[config.mk]
export PLATFORM = sky130hd
export DESIGN_NAME = abt_region_cell
export DESIGN_NICKNAME = d
export VERILOG_FILES = /design/src/design/abt_pkg.sv /design/src/design/abt_region_cell.sv
export SDC_FILE = /design/constraint.sdc
export NUM_CORES = 1
export LEC_CHECK = 0
export BUFFER_PORTS_ARGS = -buffer_cell sky130_fd_sc_hd__buf_2
export CORE_MARGIN = 2
export CORE_UTILIZATION = 49
export CTS_CLUSTER_DIAMETER = 30
export DETAILED_ROUTE_END_ITERATION = 10
export GPL_TIMING_DRIVEN = 1
export PLACE_DENSITY = 0.86
export SYNTH_ARGS = -nofsm -noshare
export SYNTH_HDL_FRONTEND = slang
export SYNTH_SLANG_ARGS = --single-unit
[constraint.sdc]
create_clock -name clk_i -period 7.3 [get_ports clk_i]
set_input_delay 0.365 -clock clk_i [delete_from_list [all_inputs] [get_ports clk_i]]
set_output_delay 0.365 -clock clk_i [all_outputs]
set_load 0.1 [all_outputs]
[src/design/abt_pkg.sv]
// Shared types, codes and default sizes for the allocation bounds tracker.
package abt_pkg;

  localparam int unsigned REGION_ENTRIES_DEF = 16;
  localparam int unsigned MOVE_ENTRIES_DEF   = 16;
  localparam int unsigned ADDR_BITS_DEF      = 48;
  localparam int unsigned SIZE_BITS_DEF      = 32;
  localparam int unsigned OUT_ADDR_BITS      = 48;

  typedef enum logic [1:0] {
    ACT_RECORD = 2'd0,
    ACT_CHECK  = 2'd1,
    ACT_GROW   = 2'd2,
    ACT_LOOKUP = 2'd3
  } action_e;

  typedef enum logic [2:0] {
    ST_OK         = 3'd0,
    ST_NULL       = 3'd1,
    ST_NOT_FOUND  = 3'd2,
    ST_ALLOC_FAIL = 3'd3,
    ST_FULL       = 3'd4,
    ST_BAD_OFFSET = 3'd5
  } status_e;

  typedef enum logic {
    FSM_IDLE = 1'b0,
    FSM_EVAL = 1'b1
  } fsm_e;

  // Flags that ripple from cell to cell along the region row.
  typedef struct packed {
    logic base_seen;
    logic nbase_seen;
    logic free_seen;
    logic in_seen;
  } reg_chain_t;

  // Controls broadcast to every region cell.
  typedef struct packed {
    logic rec_go;
    logic grow_go;
    logic any_base;
    logic any_nbase;
  } reg_ctl_t;

  // Flags that ripple along the relocation row.
  typedef struct packed {
    logic hit_seen;
    logic free_seen;
  } move_chain_t;

  // Controls broadcast to every relocation cell.
  typedef struct packed {
    logic wr_go;
    logic any_hit;
  } move_ctl_t;

endpackage

[src/design/abt_region_cell.sv]
// One region table entry with its local match, bounds and write logic.
module abt_region_cell #(
  parameter int unsigned ADDR_BITS = abt_pkg::ADDR_BITS_DEF,
  parameter int unsigned SIZE_BITS = abt_pkg::SIZE_BITS_DEF
) (
  input  logic                   clk_i,
  input  logic                   rst_ni,
  input  logic [ADDR_BITS-1:0]   base_i,
  input  logic [ADDR_BITS-1:0]   nbase_i,
  input  logic [ADDR_BITS-1:0]   addr_i,
  input  logic [SIZE_BITS-1:0]   acc_size_i,
  input  logic [ADDR_BITS-1:0]   wr_start_i,
  input  logic [SIZE_BITS-1:0]   wr_size_i,
  input  abt_pkg::reg_ctl_t      ctl_i,
  input  abt_pkg::reg_chain_t    chain_i,
  output abt_pkg::reg_chain_t    chain_o
);
  import abt_pkg::*;

  localparam int unsigned CW = ((ADDR_BITS > SIZE_BITS) ? ADDR_BITS : SIZE_BITS) + 1;

  logic [ADDR_BITS-1:0] start_q;
  logic [SIZE_BITS-1:0] size_q;
  logic                 used_q;

  logic                 hit_base, hit_nbase, is_free;
  logic                 sel_base, sel_nbase, sel_free;
  logic [ADDR_BITS-1:0] off;
  logic [CW-1:0]        span, lim;
  logic                 in_here, wr_en, clr_en;

  always_comb begin
    hit_base  = used_q && (start_q == base_i);
    hit_nbase = used_q && (start_q == nbase_i);
    is_free   = !used_q;
    sel_base  = hit_base && !chain_i.base_seen;
    sel_nbase = hit_nbase && !chain_i.nbase_seen;
    sel_free  = is_free && !chain_i.free_seen;

    off     = addr_i - start_q;
    span    = CW'(off) + CW'(acc_size_i);
    lim     = CW'(size_q);
    in_here = used_q && (addr_i >= start_q) && (span <= lim);

    wr_en  = (ctl_i.rec_go && (ctl_i.any_base ? sel_base : sel_free)) ||
             (ctl_i.grow_go && (ctl_i.any_nbase ? sel_nbase : sel_base));
    clr_en = ctl_i.grow_go && ctl_i.any_nbase && sel_base && !sel_nbase;

    chain_o.base_seen  = chain_i.base_seen || hit_base;
    chain_o.nbase_seen = chain_i.nbase_seen || hit_nbase;
    chain_o.free_seen  = chain_i.free_seen || is_free;
    chain_o.in_seen    = chain_i.in_seen || in_here;
  end

  always_ff @(posedge clk_i or negedge rst_ni) begin
    if (!rst_ni) begin
      used_q <= 1'b0;
    end else if (wr_en) begin
      used_q <= 1'b1;
    end else if (clr_en) begin
      used_q <= 1'b0;
    end
  end

  always_ff @(posedge clk_i) begin
    if (wr_en) begin
      start_q <= wr_start_i;
      size_q  <= wr_size_i;
    end
  end

endmodule

======== Yosys cells after proc, flatten, opt, wreduce, memory -nomap -nowiden ========
Index checks and enable logic that the tools add are counted.
W data, S select, Z words.
word-level totals
  register bits ........................... 81
  word-level logic and storage cells ...... 36
operators by class
  $add $sub $neg .......................... 2
  magnitude comparators ................... 2
  equality and inequality tests ........... 2
  multiplexer cells ....................... 4
  reduce and logical (&&, ||, !) cells .... 23
operators by type and width
  operator             number
  $eq A48 B48 Y1       2
  $add A48 B32 Y49     1
  $le A49 B32 Y1       1
  $ge A48 B48 Y1       1
  $sub A48 B48 Y48     1
  $logic_and A1 B1 Y1  12
  $logic_not A1 Y1     5
  $logic_or A1 B1 Y1   5
  $mux W1              4
  $reduce_bool A2 Y1   1

======== Longest topological paths before layout ========
  depth in word-level cells ............... 7
  gate-level depth with buffers ........... 32

======== Worst setup path before layout ========
OpenSTA, ideal clock, no wires.
  path kind ............................... register to register
  from .................................... register start_q[21]
  to ...................................... register size_q[0] (enable)
  arrival time ............................ 7.319 ns
  required time ........................... 6.670 ns
  path slack .............................. -0.649 ns
  cell stages (with the launch flop) ...... 9
  path buffers ............................ 0
  clock period less this slack ............ 7.949 ns
  cells stage by stage .................... edfxtp_1 xnor2_1 o21ai_0 or4_1 nor4_1 nand4_1 nor2_1 a21oi_1 o21ai_0
between the ends
  cells in the longest elaborated chain, start to end .. 6
  elaborated cells on any way between the ends .. 11
ends and longest elaborated chain
  item                                           RTL line                                      RTL
  from (decl)                                    abt_region_cell.sv:22                         logic [ADDR_BITS-1:0] start_q;
  from (signal assigned)                         abt_region_cell.sv:67                         start_q <= wr_start_i;
  $eq A48 B48 Y1, on equally long branches       abt_region_cell.sv:33, abt_region_cell.sv:34
  $logic_and A1 B1 Y1, on equally long branches  abt_region_cell.sv:33, abt_region_cell.sv:34
  $logic_and A1 B1 Y1, on equally long branches  abt_region_cell.sv:36, abt_region_cell.sv:37
  $mux W1, on equally long branches              abt_region_cell.sv:45, abt_region_cell.sv:46
  $logic_and A1 B1 Y1, on equally long branches  abt_region_cell.sv:45, abt_region_cell.sv:46
  $logic_or A1 B1 Y1 (*)                         abt_region_cell.sv:45                         wr_en = (ctl_i.rec_go && (ctl_i.any_base ? sel_base : sel_free)) ||
  named net wr_en                                abt_region_cell.sv:30                         logic in_here, wr_en, clr_en;
  to (signal assigned)                           abt_region_cell.sv:68                         size_q <= wr_size_i;
  to (decl)                                      abt_region_cell.sv:23                         logic [SIZE_BITS-1:0] size_q;
Mark *: on every way through the listed nets, which the timed path passes. The rest lies on a longest branch.
A chain may end at the register's enable or synchronous reset.

==> impl_metrics.tcl <==
set metrics [dict create \
    synth_edf_count 80 \
    rr_startpoint "start_q[7]$_DFFE_PP_" \
    n_fill_cell 1571 \
    synth-seq-cells 81 \
    p_sw_w 0.000965 \
    ir_worst_vdd_v 0.000115 \
    ios 270 \
    comb_power_share 0.560 \
    syn_avg_cell_area_um2 8.62 \
    fin_ws_ps 124 \
    pwr-share-clk 0.208 \
    first_pass_iters 7 \
    synth_top_family_by_area "compound AO/OA/AOI/OAI gates" \
    numCtsBuffers 9 \
    synth_top_flop_cell "edfxtp_1" \
    antenna_found_initial 1 \
    dp_cells 1675 \
    powerDensity_nw_per_um2 184 \
    wl_per_cell_um 20.7 \
    r2r_cells 9 \
    grt_max_degree 65 \
    final_cell_mix "buf_2 (268), inv_1 (108), ha_1 (94), a21oi_1 (88), edfxtp_1 (80)" \
    num_vias 10345 \
    endpoint "chain_o[0]" \
    final_common_cell "buf_2" \
    fmax_ghz 0.139 \
    ff_latch_area_um2 2430 \
    path_buf_inv 6 \
    drtAntennaViolNets 0 \
    r2r_setup_slack_ps 3300 \
    synth-simple-area-share 0.175 \
    multi_input_area_um2 7240 \
    coreArea_um2 19400 \
    slew_viol_final 0 \
    cpMaxStageDelayCell "nor4bb_2" \
    power.leakage_nw 5.69 \
    place_congestion 1.01 \
    rows 51 \
    drcViolationCount 0 \
    status "complete, no violations" \
    muxShareOfSynthArea 0.00572 \
    drv.max_cap_violation_count 0 \
    synth_cells 1117 \
    startpoint_type "register" \
    die_w_um 144 \
    critical_path_peak_fanout 5 \
    cts_buffer_depth 2 \
    finalClockSkew_ps 17.6 \
    ys_seq_area_frac 0.252 \
    synth_top_area_frac 0.250 \
    power_frac_seq 0.231 \
    worstMarginPinSlew_ps 866 \
    tns_ps 0 \
    post-place-ws_ps 107 \
    p_int_w 0.00136 \
    swShare 0.414 \
    yosys_warnings 0 \
    rsz0062_at_grt "yes" \
    post-route-util 0.653 \
    finalHoldViolations 0 \
    synth.distinct_cells 87 \
    holdCritPathClass "input port to register" \
    cts_root_buf "clkbuf_16" \
    synth_compound_area_frac 0.220 \
    min_period_over_period 0.983 \
    place_hpwl_mm 29.1 \
    cts_tree "done" \
    stdcell_count 1724 \
    path_clk_slew_ps 80 \
    worst-path-stages 29 \
    wl_met2_mm 17.1 \
    grt_pass1_wl_mm 50.7 \
    wl_met3_mm 3.44 \
    synth_fp_nets 1499 \
    grt_usage 0.321 \
    synthAdderAreaFrac 0.152 \
    grt_pass1_vias 9672 \
    crit_path_end_kind "output pin" \
    start_util 0.496 \
    cp.required_ps 6930 \
    final-setup-viol-count 0 \
    synthToLayoutAreaGrowth_pct 31.6 \
    first_iter_violations 843 \
    clk_latency_ps 370 \
    wl_met1_mm 13.6 \
    path_common_cell "buf_4" \
    htreeDepth 3 \
    wl_mm 35.6 \
    yosys.area.top_type "edfxtp_1" \
    arrival_ps 6810 \
    async_reset_ff_frac 0.0123 \
    min_period_ps 7180 \
    viasPerCell 6.00 \
    syn_area_um2 9620 \
    post_route_cells_drive_above_1_share 0.330 \
    io_buffers 269 \
    die_h_um 144 \
    worstSetupStartpoint "start_q[0]$_DFFE_PP_" \
    r2r-end "size_q[19]$_DFFE_PP_" \
    overflow 0 \
    top_layer_used "met5" \
    slowest_delay_ps 460 \
    cts_sinks 81 \
    nets 1835 \
    slew_headroom 0.422 \
    worst-setup-path-type "register to output pin" \
    synth.area.top_cells "edfxtp_1 (25%), ha_1 (15%), xor2_1 (7.0%)" \
    synthXorXnorAreaFrac 0.142 \
    cp_top_family "compound AO/OA/AOI/OAI gates" \
    dieArea_um2 20800 \
]
==> how the worst min path moves through the flow <==
stage                              start                     to  depth (start not counted)
final                       wr_size_i[4]    size_q[4]$_DFFE_PP_                          1
after global routing      wr_start_i[13]  start_q[13]$_DFFE_PP_                          1
after CTS                   wr_size_i[4]    size_q[4]$_DFFE_PP_                          1
after detailed placement          rst_ni     used_q$_DFFE_PN0P_                          1
after global placement            rst_ni     used_q$_DFFE_PN0P_                          1
after floorplan                   rst_ni     used_q$_DFFE_PN0P_                          0
==> synth_stat cells, types with 11 or more instances <==
cell / n
o21ai_0: 65
clkbuf_1: 11
ha_1: 114
o21bai_1: 11
nand4_1: 40
nor4_1: 15
nor3_1: 17
nand3_1: 31
xor2_1: 77
edfxtp_1: 80
a21oi_1: 97
nand2_1: 65
inv_1: 112
nand2b_1: 14
xnor2_1: 74
nor2_1: 64
a21o_1: 32
==> area by class of cell <==
cell class,instances,share of cell area
Antenna cell,1,0.000198
Clock buffer,9,0.0178
Multi-Input combinational cell,904,0.572
Clock inverter,7,0.00622
Timing Repair Buffer,345,0.153
Inverter,112,0.0332
Sequential cell,81,0.192
Tap cell,265,0.0262
==> cells by family (layout without fill, tap and decap cells) <==
group	count (synthesis)	after routing
AO/OA/AOI/OAI	317	317
adder cells (fa/ha/maj)	116	116
flip-flops	81	81
other	0	1
multiplexers	5	5
buffers and inverters	132	473
XOR/XNOR	153	153
AND/OR/NAND/NOR	313	313
==> state kept, by name, summed over array words and instances, names as in the netlist <==
signal / count
start_q: 48
size_q: 32
used_q: 1
==> metal layers <==
metal	global-route usage	up-vias
met5	0	-
met4	0.124	2
met3	0.0613	116
met2	0.554	614
met1	0.398	4812
li1	-	4801
==> power by group through the flow <==
stage	Combinational (W)	Sequential [W]	Clock, W
after floorplan	0.000744	0.000548	0
after global placement	0.00106	0.000549	0
after detailed placement	0.00110	0.000550	0
after CTS	0.00112	0.000539	0.000490
after global routing	0.00141	0.000540	0.000504
final	0.00131	0.000539	0.000485
==> repair_timing <==
action                                 in CTS  in global routing
hold buffers                                1                  0
setup endpoints to repair                   1                  1
pin swaps                                   4                 58
buffers inserted                            4                 27
cloned                                      0                  0
gates resized for setup                    17                114
endpoints found under the hold margin       1                  0
==> per-stage QoR <==
stage                     hold slack (ps)  instance area, µm²  total power (W)
final                                 163               12700          0.00233
after detailed placement              148               11600          0.00165
after CTS                             158               12000          0.00215
after floorplan                      69.4                9630          0.00129
after global placement                144               11600          0.00161
after global routing                  159               12700          0.00246
(Power assumes the default switching activity.)
