## src/design/abt_pkg.sv

```systemverilog
// Shared types, codes and default sizes for the allocation bounds tracker.
package abt_pkg;

  localparam int unsigned REGION_ENTRIES_DEF = 16;
  localparam int unsigned MOVE_ENTRIES_DEF   = 16;
  localparam int unsigned ADDR_BITS_DEF      = 48;
  localparam int unsigned SIZE_BITS_DEF      = 32;
  localparam int unsigned OUT_ADDR_BITS      = 48;

  typedef enum logic [1:0] {
    ACT_RECORD = 2'd0,
    ACT_CHECK  = 2'd1,
    ACT_GROW   = 2'd2,
    ACT_LOOKUP = 2'd3
  } action_e;

  typedef enum logic [2:0] {
    ST_OK         = 3'd0,
    ST_NULL       = 3'd1,
    ST_NOT_FOUND  = 3'd2,
    ST_ALLOC_FAIL = 3'd3,
    ST_FULL       = 3'd4,
    ST_BAD_OFFSET = 3'd5
  } status_e;

  typedef enum logic {
    FSM_IDLE = 1'b0,
    FSM_EVAL = 1'b1
  } fsm_e;

  // Flags that ripple from cell to cell along the region row.
  typedef struct packed {
    logic base_seen;
    logic nbase_seen;
    logic free_seen;
    logic in_seen;
  } reg_chain_t;

  // Controls broadcast to every region cell.
  typedef struct packed {
    logic rec_go;
    logic grow_go;
    logic any_base;
    logic any_nbase;
  } reg_ctl_t;

  // Flags that ripple along the relocation row.
  typedef struct packed {
    logic hit_seen;
    logic free_seen;
  } move_chain_t;

  // Controls broadcast to every relocation cell.
  typedef struct packed {
    logic wr_go;
    logic any_hit;
  } move_ctl_t;

endpackage

```

## src/design/abt_move_cell.sv

```systemverilog
// One relocation log entry with its local match, write and read-out logic.
module abt_move_cell #(
  parameter int unsigned ADDR_BITS = abt_pkg::ADDR_BITS_DEF
) (
  input  logic                   clk_i,
  input  logic                   rst_ni,
  input  logic [ADDR_BITS-1:0]   base_i,
  input  logic [ADDR_BITS-1:0]   nbase_i,
  input  abt_pkg::move_ctl_t     ctl_i,
  input  abt_pkg::move_chain_t   chain_i,
  input  logic [ADDR_BITS-1:0]   to_i,
  output abt_pkg::move_chain_t   chain_o,
  output logic [ADDR_BITS-1:0]   to_o
);
  import abt_pkg::*;

  logic [ADDR_BITS-1:0] from_q, to_q;
  logic                 used_q;
  logic                 hit, sel_hit, sel_free, wr_en;

  always_comb begin
    hit      = used_q && (from_q == base_i);
    sel_hit  = hit && !chain_i.hit_seen;
    sel_free = !used_q && !chain_i.free_seen;
    wr_en    = ctl_i.wr_go && (ctl_i.any_hit ? sel_hit : sel_free);

    chain_o.hit_seen  = chain_i.hit_seen || hit;
    chain_o.free_seen = chain_i.free_seen || !used_q;
    // Merge the first matching target into the passing data.
    to_o = to_i | (sel_hit ? to_q : '0);
  end

  always_ff @(posedge clk_i or negedge rst_ni) begin
    if (!rst_ni) begin
      used_q <= 1'b0;
    end else if (wr_en) begin
      used_q <= 1'b1;
    end
  end

  always_ff @(posedge clk_i) begin
    if (wr_en) begin
      from_q <= base_i;
      to_q   <= nbase_i;
    end
  end

endmodule

```

## config.mk

```make
export PLATFORM = sky130hd
export DESIGN_NAME = abt_move_cell
export DESIGN_NICKNAME = d
export VERILOG_FILES = /design/src/design/abt_pkg.sv /design/src/design/abt_move_cell.sv
export SDC_FILE = /design/constraint.sdc
export NUM_CORES = 1
export LEC_CHECK = 0
export ABC_AREA = 1
export BUFFER_PORTS_ARGS = -buffer_cell sky130_fd_sc_hd__clkbuf_2
export CAP_MARGIN = 20
export CORE_MARGIN = 5
export CORE_UTILIZATION = 47
export CTS_CLUSTER_SIZE = 20
export DETAILED_ROUTE_END_ITERATION = 12
export PLACE_DENSITY = 0.84
export SLEW_MARGIN = 20
export SYNTH_ARGS = -nofsm -noshare
export SYNTH_HDL_FRONTEND = slang
export SYNTH_SLANG_ARGS = --single-unit
```

## constraint.sdc

```tcl
create_clock -name clk_i -period 4.7 [get_ports clk_i]
set_clock_uncertainty 0.1 [all_clocks]
set_input_delay 0.47 -clock clk_i [delete_from_list [all_inputs] [get_ports clk_i]]
set_output_delay 0.47 -clock clk_i [all_outputs]
set_load 0.005 [all_outputs]
```

Yosys cells after proc, flatten, opt, wreduce, memory -nomap -nowiden:

Cells that the tools add are included.

* multiplexer cells: 2
* equality and inequality tests: 1
* reductions and logical operators: 9
* bitwise operators: 1

Operators by type and width (number)
* == test 48 bit: 1
* 2-to-1 mux 48 bit: 1
* OR 48 bit: 1
* logical AND 1 bit: 4
* zero test 1 bit: 3
* logical OR 1 bit: 2
* 2-to-1 mux 1 bit: 1

* register bits after elaboration: 97
* logic and storage cells: 16
* input bits: 150

Depth between registers and ports, before layout:

Gate-level depths: netlist of run 1.

* depth in word-level cells: 5
* mapped depth: 13

Least setup slack after synthesis of run 1:

Ideal clock, no wire load.

* kind: input to register
* start: input port base_i[18]
* end: register from_q[0], enable pin
* buffers on the path: 1
* stages on the path: 12
* data arrival time: 3.193 ns
* setup slack: 0.958 ns
* setup time: 0.450 ns
* required time: 4.150 ns
* path through: nor2_1 > nor2_1 > nor2_1 > nand2_1 > nor2_1 > nand2_1 > nor2_2 > nand3_2 > buf_6 > nand2_1 > nand2_1 > inv_1

* longest elaborated chain between the ends: 5

RTL lines
* start, declared: line abt_move_cell.sv:7 `input logic [ADDR_BITS-1:0] base_i,`
* == test 48 bit: line abt_move_cell.sv:22 `hit = used_q && (from_q == base_i);`
* logical AND 1 bit: line abt_move_cell.sv:22
* logical AND 1 bit: line abt_move_cell.sv:23 `sel_hit = hit && !chain_i.hit_seen;`
* 2-to-1 mux 1 bit: line abt_move_cell.sv:25 `wr_en = ctl_i.wr_go && (ctl_i.any_hit ? sel_hit : sel_free);`
* logical AND 1 bit: line abt_move_cell.sv:25
* net wr_en: line abt_move_cell.sv:19 `logic hit, sel_hit, sel_free, wr_en;`
* end signal, assigned: line abt_move_cell.sv:43 `from_q <= base_i;`
* end, declared: line abt_move_cell.sv:17 `logic [ADDR_BITS-1:0] from_q, to_q;`

The timed path passes the listed nets, and every way through them passes these cells.
A chain may end at the register's enable or synchronous reset.

Worst setup path in the final report of run 1:

* start: register from_q[7]
* end: register from_q[14], enable pin

* longest elaborated chain between the ends: 5

RTL lines (line)
* == test 48 bit: abt_move_cell.sv:22
* logical AND 1 bit: abt_move_cell.sv:22
* logical AND 1 bit: abt_move_cell.sv:23
* 2-to-1 mux 1 bit: abt_move_cell.sv:25
* logical AND 1 bit: abt_move_cell.sv:25
* net wr_en: abt_move_cell.sv:19

The timed path passes the listed nets, and every way through them passes these cells.

==> results of run 1 <==
cells by family after synthesis:
family	after synthesis	synth area share [%]
AND/OR/NAND/NOR	157	13.6
buffers and inverters	125	10.8
flip-flops	97	64.5
AO/OA/AOI/OAI	52	9.32
XOR/XNOR	9	1.75
how the worst max path moves through the flow:
| stage | from | endpoint | slack, ns | cells after the start |
|---|---|---|---|---|
| final | from_q[7] | from_q[14] | 1.53 | 11 |
| after global routing | from_q[44] | from_q[17] | 1.20 | 14 |
| after CTS | from_q[30] | from_q[7] | 1.52 | 14 |
| after detailed placement | base_i[7] | from_q[18] | 1.33 | 13 |
| after global placement | base_i[7] | from_q[12] | 1.41 | 13 |
| after floorplan | base_i[18] | from_q[0] | 0.96 | 12 |
timing repair:
action,in CTS,in global routing
endpoints found under the hold margin,1,0
hold buffers,1,0
setup endpoints to repair,0,0
sequential cells by signal (all words and copies together) (netlist names):
| register | cells |
|---|---|
| to_q | 48 |
| used_q | 1 |
| from_q | 48 |
layout by cell type (no fill, tap or decap):
| master | netlist | final |
|---|---|---|
| clkbuf_2 | 0 | 199 |
| inv_1 | 119 | 118 |
| nand2_1 | 105 | 105 |
| edfxtp_1 | 96 | 96 |
| nor2_1 | 42 | 42 |
| o21bai_1 | 38 | 38 |
| o21bai_2 | 10 | 10 |
| xnor2_1 | 9 | 9 |
| clkbuf_8 | 0 | 9 |
| clkinvlp_4 | 0 | 4 |
| nand3_1 | 3 | 3 |
| nand4_1 | 3 | 3 |
| o21ai_1 | 2 | 2 |
| or2_2 | 2 | 2 |
| clkinv_1 | 0 | 2 |
| inv_2 | 1 | 1 |
| o21ai_0 | 1 | 1 |
| nor2_2 | 1 | 1 |
| nand3_2 | 1 | 1 |
| o21a_1 | 1 | 1 |
| clkinv_2 | 0 | 1 |
| inv_6 | 0 | 1 |
| dlygate4sd3_1 | 0 | 1 |
| buf_12 | 0 | 1 |
| buf_4 | 0 | 1 |
| dfrtp_1 | 1 | 1 |
layout make-up:
cell class | instances | area (um^2) | share of cell area, %
Timing Repair Buffer | 202 | 1030 | 17.7
Tap cell | 129 | 161 | 2.76
Multi-Input combinational cell | 218 | 1110 | 19.1
Clock inverter | 7 | 46.3 | 0.793
Inverter | 120 | 452 | 7.74
Sequential cell | 97 | 2910 | 49.8
Clock buffer | 9 | 124 | 2.12
synthesized netlist by cell type:
master / n
inv_1: 119
buf_6: 2
edfxtp_1: 96
nand3_2: 1
buf_2: 3
o21bai_1: 38
nand2_1: 105
nand3_1: 3
nand4_1: 3
inv_2: 1
nor2_1: 42
or2_2: 2
o21bai_2: 10
xnor2_1: 9
o21a_1: 1
nor2_2: 1
o21ai_0: 1
dfrtp_1: 1
o21ai_1: 2
worst reg2reg max path, stage by stage (launching register included):
cell,delay (ns)
edfxtp_1,0.39
or2_2,0.30
nand3_1,0.08
nor2_1,0.04
nand2_1,0.05
nor2_1,0.06
nand3_2,0.07
buf_4,0.46
nand2_1,0.12
nand2_1,0.12
clkinv_2,0.59
buf_12,0.48
through the flow:
step	setup WS [ns]	utilization (%)	hold slack, ns
2_1_floorplan	0.958	-	0.0744
3_3_place_gp	1.41	60.9	0.144
3_5_place_dp	1.33	60.9	0.147
4_1_cts	1.52	62.9	0.163
5_1_grt	1.20	62.9	0.156
6_report	1.53	62.9	0.182
routing by layer:
metal | share of wire (%) | vias up
met3 | 8.6 | 13
li1 | - | 1778
met1 | 36 | 1606
met5 | 0 | -
met4 | 1.1 | 0
met2 | 54 | 124
power breakdown:
| part | switching, W | total, W | internal [W] |
|---|---|---|---|
| clock network | 0.000282 | 0.000473 | 0.000190 |
| logic | 0.0000871 | 0.000181 | 0.0000941 |
| registers | 0.00000798 | 0.000987 | 0.000979 |
| total | 0.000377 | 0.00164 | 0.00126 |
==> impl_metrics.csv, run 1 <==
group,metric,value,unit
clock_network,path_clk_slew,0.10,ns
synth,ys_seq_elements,97,
sta,achievable-frequency,0.316,GHz
clock_network,cts-htree-levels,3,
sta,count_of_final_max_slew_check_failures,0,
placement,placement.cell_area,5660,um^2
global_route,via_count_of_the_first_global_routing_pass,3621,
setup_path,timing.critical_path.arrival,3.14,ns
global_route,met3_track_demand_over_resource,5.85,%
global_route,grt.met1_usage,19.9,%
clock_network,worst_skew_pair.late_latency,0.35,ns
synth,yosys_warnings,0,
die,core_area,9280,um^2
clock_network,cts_root_buf,"clkbuf_8",
global_route,grt_max_degree,54,
clock_network,cts.sinks,97,
sta,min_period_over_period,67.4,%
final_layout,layout-area-overhead-vs-synth,29.5,%
clock_network,cts_buffer_depth,2,
sta,setup_viol_count_final,0,
global_route,overflow,0,
global_route,gr-usage-met2,35.5,%
setup_path,critPathSlowestCell,"clkinv_2",
setup_path,crit_type,"flop to flop",
placement,port_buffers,199,
die,floorplan.io_pins,200,
setup_path,reg2regPathDepth,11,
route,dr_total_vias,3521,
global_route,antenna_violations_before_repair,0,
die,die_area,11700,um^2
synth,syn-mean-instance-area,10.2,um^2
synth,synthDistinctLibCells,19,
final_layout,drive_above_1_share,35.4,%
worst_hold_path,timing.hold.worst_path_depth,1,
final_layout,nets,798,
setup_path,critical_path_peak_fanout,53,
sta,unrepaired_setup_endpoints_after_global_routing,"false",
final_layout,n_fill_cell,792,
setup_path,worstReg2RegEnd,"from_q[14]",
die,num_rows,35,
pwr,worst_ir_drop_vdd,0.000158,V
die,chipHeight,108,um
die,start_util,48.6,%
route,drt_pass1_iterations,4,
run_status,status,"complete, no violations",
sta,final_period_minus_worst_setup_slack,3.17,ns
die,fp.dieW,108,um
route,ant_nets,0,
synth,syn_inst,440,
sta,setup_tns,0,ns
worst_hold_path,holdCritPathClass,"input port to flop",
pwr,power.density_cell_area,281,nW/um^2
route,drc,0,
clock_network,post_cts.repair.setup_buffers,0,
global_route,global_route.peak_usage_layer,"met2",
synth,synthesis.nets,590,
setup_path,largest_incremental_delay_on_the_critical_path,0.59,ns
clock_network,cts_tree,"yes",
sta,timing.max_slew.rel_slack,48.7,%
setup_path,cp_top_family,"buffers and inverters",
synth,post_synth_instance_area,4510,um^2
setup_path,worst_setup_path_end_kind,"flop",
global_route,global_route_wire_length_before_repair,16900,um
synth,synth.area.top_cells,"edfxtp_1, inv_1, nand2_1",
pwr,post-layout-total-power,0.00164,W
setup_path,worstPathRequired,4.68,ns
setup_path,cp_common_cell,"nand2_1",
setup_path,crit_buf_inv,3,
synth,synth_top_area_cell,"edfxtp_1",
placement,place.detailed.instances,765,
route,route.detailed.wl_per_inst,14.1,um
worst_hold_path,holdCritStartpoint,"nbase_i[14]",
pwr,p_leak,2.96,nW
setup_path,rrSetupSlack,1.53,ns
placement,hpwl,8870,um
sta,worst_pin_slew,0.769,ns
sta,final-hold-violation-count,0,
worst_hold_path,hold-path-endpoint,"to_q[14]",
clock_network,cts_made_buffers,9,
final_layout,antenna-diode-count,0,
final_layout,layout.cells.non_filler,782,
route,drtIter0Drc,146,
setup_path,regToRegStartpoint,"from_q[7]",
setup_path,path_cells,"or2_2 -> nand3_1 -> nor2_1 -> nand2_1 -> nor2_1 -> nand3_2 -> buf_4 -> nand2_1 -> nand2_1 -> clkinv_2 -> buf_12",
route,routed_wirelength,11000,um
setup_path,worst_setup_path_start_kind,"flop",
placement,final_weighted_congestion_of_routability_driven_global_placement,0.807,
clock_network,cts.repair.resized,0,
job,max_capacitance_violation_total,0,
global_route,track_usage,18.8,%
synth,yosysTopAreaCellShare,63.9,%
final_layout,layout.cell_area.non_filler,5840,um^2
synth,synth-seq-area-share,64.5,%
route,vias_per_cell,4.50,
Power figures use the tool's default switching activity.
==> run 2: changes to the inputs <==
- clock period: 4.7 -> 3 ns (I/O delays scaled with it)
==> run 2 against run 1 <==
Compared with the run above:
- setup slack got worse by 1.3 ns
- sequential share of layout area fell by 2.3 points
- wire length rose by 5.8%
- sequential cell count did not move
- critical path type is now flop to output pin
- combinational power rose by 75%
- first-iteration DRC count rose by 21%
- cell count rose by 2.8%
- largest power group unchanged
- highest routed layer unchanged
==> impl_metrics.csv, run 2 (synthesis gave the netlist of run 1 again) <==
group,metric,value,unit
global_route,global_route_wire_length_before_repair,17000,um
route,dr_total_vias,3677,
route,drc,0,
route,route.detailed.wl_per_inst,14.5,um
clock_network,worst_skew_pair.late_latency,0.35,ns
global_route,track_usage,18.8,%
final_layout,fraction_of_the_core_area_covered_by_cells_at_the_end_of_the_flow,66.0,%
setup_path,regToRegStartpoint,"from_q[42]",
clock_network,cts_root_buf,"clkbuf_8",
final_layout,layout.cells.non_filler,804,
worst_hold_path,holdCritPathClass,"input port to flop",
setup_path,worst_setup_path_start_kind,"flop",
final_layout,antenna-diode-count,0,
global_route,gr-usage-met2,34.3,%
die,chipHeight,108,um
sta,min_period_over_period,92.6,%
setup_path,reg2regPathDepth,12,
placement,port_buffers,199,
setup_path,worst_setup_path_end_kind,"output pin",
die,floorplan.io_pins,200,
route,vias_per_cell,4.57,
final_layout,nets,821,
placement,place.detailed.instances,767,
clock_network,cts_made_buffers,9,
worst_hold_path,timing.hold.worst_path_depth,1,
global_route,antenna_violations_before_repair,0,
setup_path,worstReg2RegEnd,"from_q[6]",
setup_path,worstPathRequired,2.60,ns
sta,count_of_final_max_slew_check_failures,0,
clock_network,cts.repair.resized,0,
sta,final-hold-violation-count,0,
die,fp.dieW,108,um
final_layout,n_fill_cell,731,
clock_network,cts.sinks,97,
die,start_util,48.6,%
pwr,worst_ir_drop_vdd,0.000252,V
global_route,overflow,0,
final_layout,drive_above_1_share,35.0,%
die,core_area,9280,um^2
placement,final_weighted_congestion_of_routability_driven_global_placement,0.823,
pwr,power.density_cell_area,437,nW/um^2
setup_path,rrSetupSlack,0.54,ns
sta,unrepaired_setup_endpoints_after_global_routing,"false",
global_route,grt.met1_usage,21.7,%
route,ant_nets,0,
die,num_rows,35,
route,drtIter0Drc,176,
final_layout,most_frequent_cells_in_the_layout,"clkbuf_2, inv_1, nand2_1",
pwr,p_leak,3.07,nW
sta,finalWorstSetupSlack,0.221,ns
die,die_area,11700,um^2
final_layout,largest_registers,"from_q x48, to_q x48, used_q x1",
placement,hpwl,8890,um
placement,pre_cts_ws,0.522,ns
global_route,grt_max_degree,46,
global_route,via_count_of_the_first_global_routing_pass,3666,
final_layout,layout-area-overhead-vs-synth,35.8,%
final_layout,final_common_cell,"clkbuf_2",
clock_network,cts_tree,"yes",
setup_path,timing.critical_path.arrival,2.38,ns
clock_network,cts_buffer_depth,2,
sta,worst_pin_slew,0.545,ns
global_route,met3_track_demand_over_resource,4.36,%
sta,achievable-frequency,0.360,GHz
clock_network,path_clk_slew,0.09,ns
worst_hold_path,hold-path-endpoint,"to_q[34]",
sta,final_period_minus_worst_setup_slack,2.78,ns
run_status,status,"complete, no violations",
route,routed_wirelength,11600,um
sta,timing.max_slew.rel_slack,63.7,%
job,max_capacitance_violation_total,0,
global_route,global_route.peak_usage_layer,"met2",
clock_network,cts-htree-levels,3,
sta,setup_viol_count_final,0,
setup_path,crit_type,"flop to output pin",
setup_path,critical_path_peak_fanout,45,
worst_hold_path,holdCritStartpoint,"nbase_i[34]",
route,drt_pass1_iterations,4,
-- run 2: cell types whose count changed in the layout (fill, tap and decap cells not counted), moves of 2 or more --
| cell | change |
|---|---|
| nand2_1 | -2 |
| nand2_2 | +2 |
| buf_12 | +2 |
| dlygate4sd3_1 | +21 |
| or2_2 | -2 |
| or2_4 | +2 |
-- run 2: final cells by class --
cell class                      count  area, um^2  area share, %
Clock buffer                       10         128           2.08
Clock inverter                      5        57.6          0.940
Inverter                          120         454           7.42
Multi-Input combinational cell    218        1130           18.5
Sequential cell                    97        2910           47.5
Tap cell                          129         161           2.64
Timing Repair Buffer              225        1280           21.0
-- run 2: routing by layer --
| layer | wire length, um | up-vias |
|---|---|---|
| met3 | 869 | 19 |
| li1 | - | 1820 |
| met4 | 208 | 0 |
| met1 | 4450 | 1689 |
| met5 | 0 | - |
| met2 | 6110 | 149 |
-- run 2: timing repair --
item	CTS	global route
hold buffers	3	19
hold endpoints to repair	3	19
buffers inserted	0	0
-- run 2: power breakdown --
group	switching [W]	internal, W	leakage, nW
sequential	0.0000129	0.00153	0.890
clock	0.000435	0.000380	0.0860
combinational	0.000146	0.000170	2.10
total	0.000594	0.00208	3.07
-- run 2: worst max-delay path by stage --
stage | depth (start not counted) | start | slack, ns | end
final | 11 | from_q[42] | 0.22 | to_o[4]
after global routing | 11 | from_q[22] | 0.006 | to_o[4]
after CTS | 11 | from_q[1] | 0.22 | to_o[6]
after detailed placement | 13 | base_i[44] | 0.52 | from_q[1]
after global placement | 13 | base_i[44] | 0.56 | from_q[1]
after floorplan | 10 | from_q[7] | -0.01 | from_q[0]
-- run 2: through the flow --
step           hold slack, ns  area, um^2  total power, W  TNS [ns]
2_1_floorplan         -0.0956        4530         0.00169    -0.990
6_report               0.0222        6120         0.00268         0
3_3_place_gp          -0.0151        5720         0.00185         0
3_5_place_dp          -0.0157        5720         0.00187         0
5_1_grt              -0.00265        6120         0.00281         0
4_1_cts               0.00147        5930         0.00268         0
-- run 2: worst max-delay path, stage by stage, from the launching register on --
cell and delay [ns]:
edfxtp_1 0.40, nor2_1 0.10, nor2_1 0.05, nor2_1 0.09, nand2_1 0.06, nor2_1 0.15
nand2_1 0.10, nor2_2 0.12, nand3_2 0.18, buf_4 0.33, o21bai_1 0.26, clkbuf_2 0.15
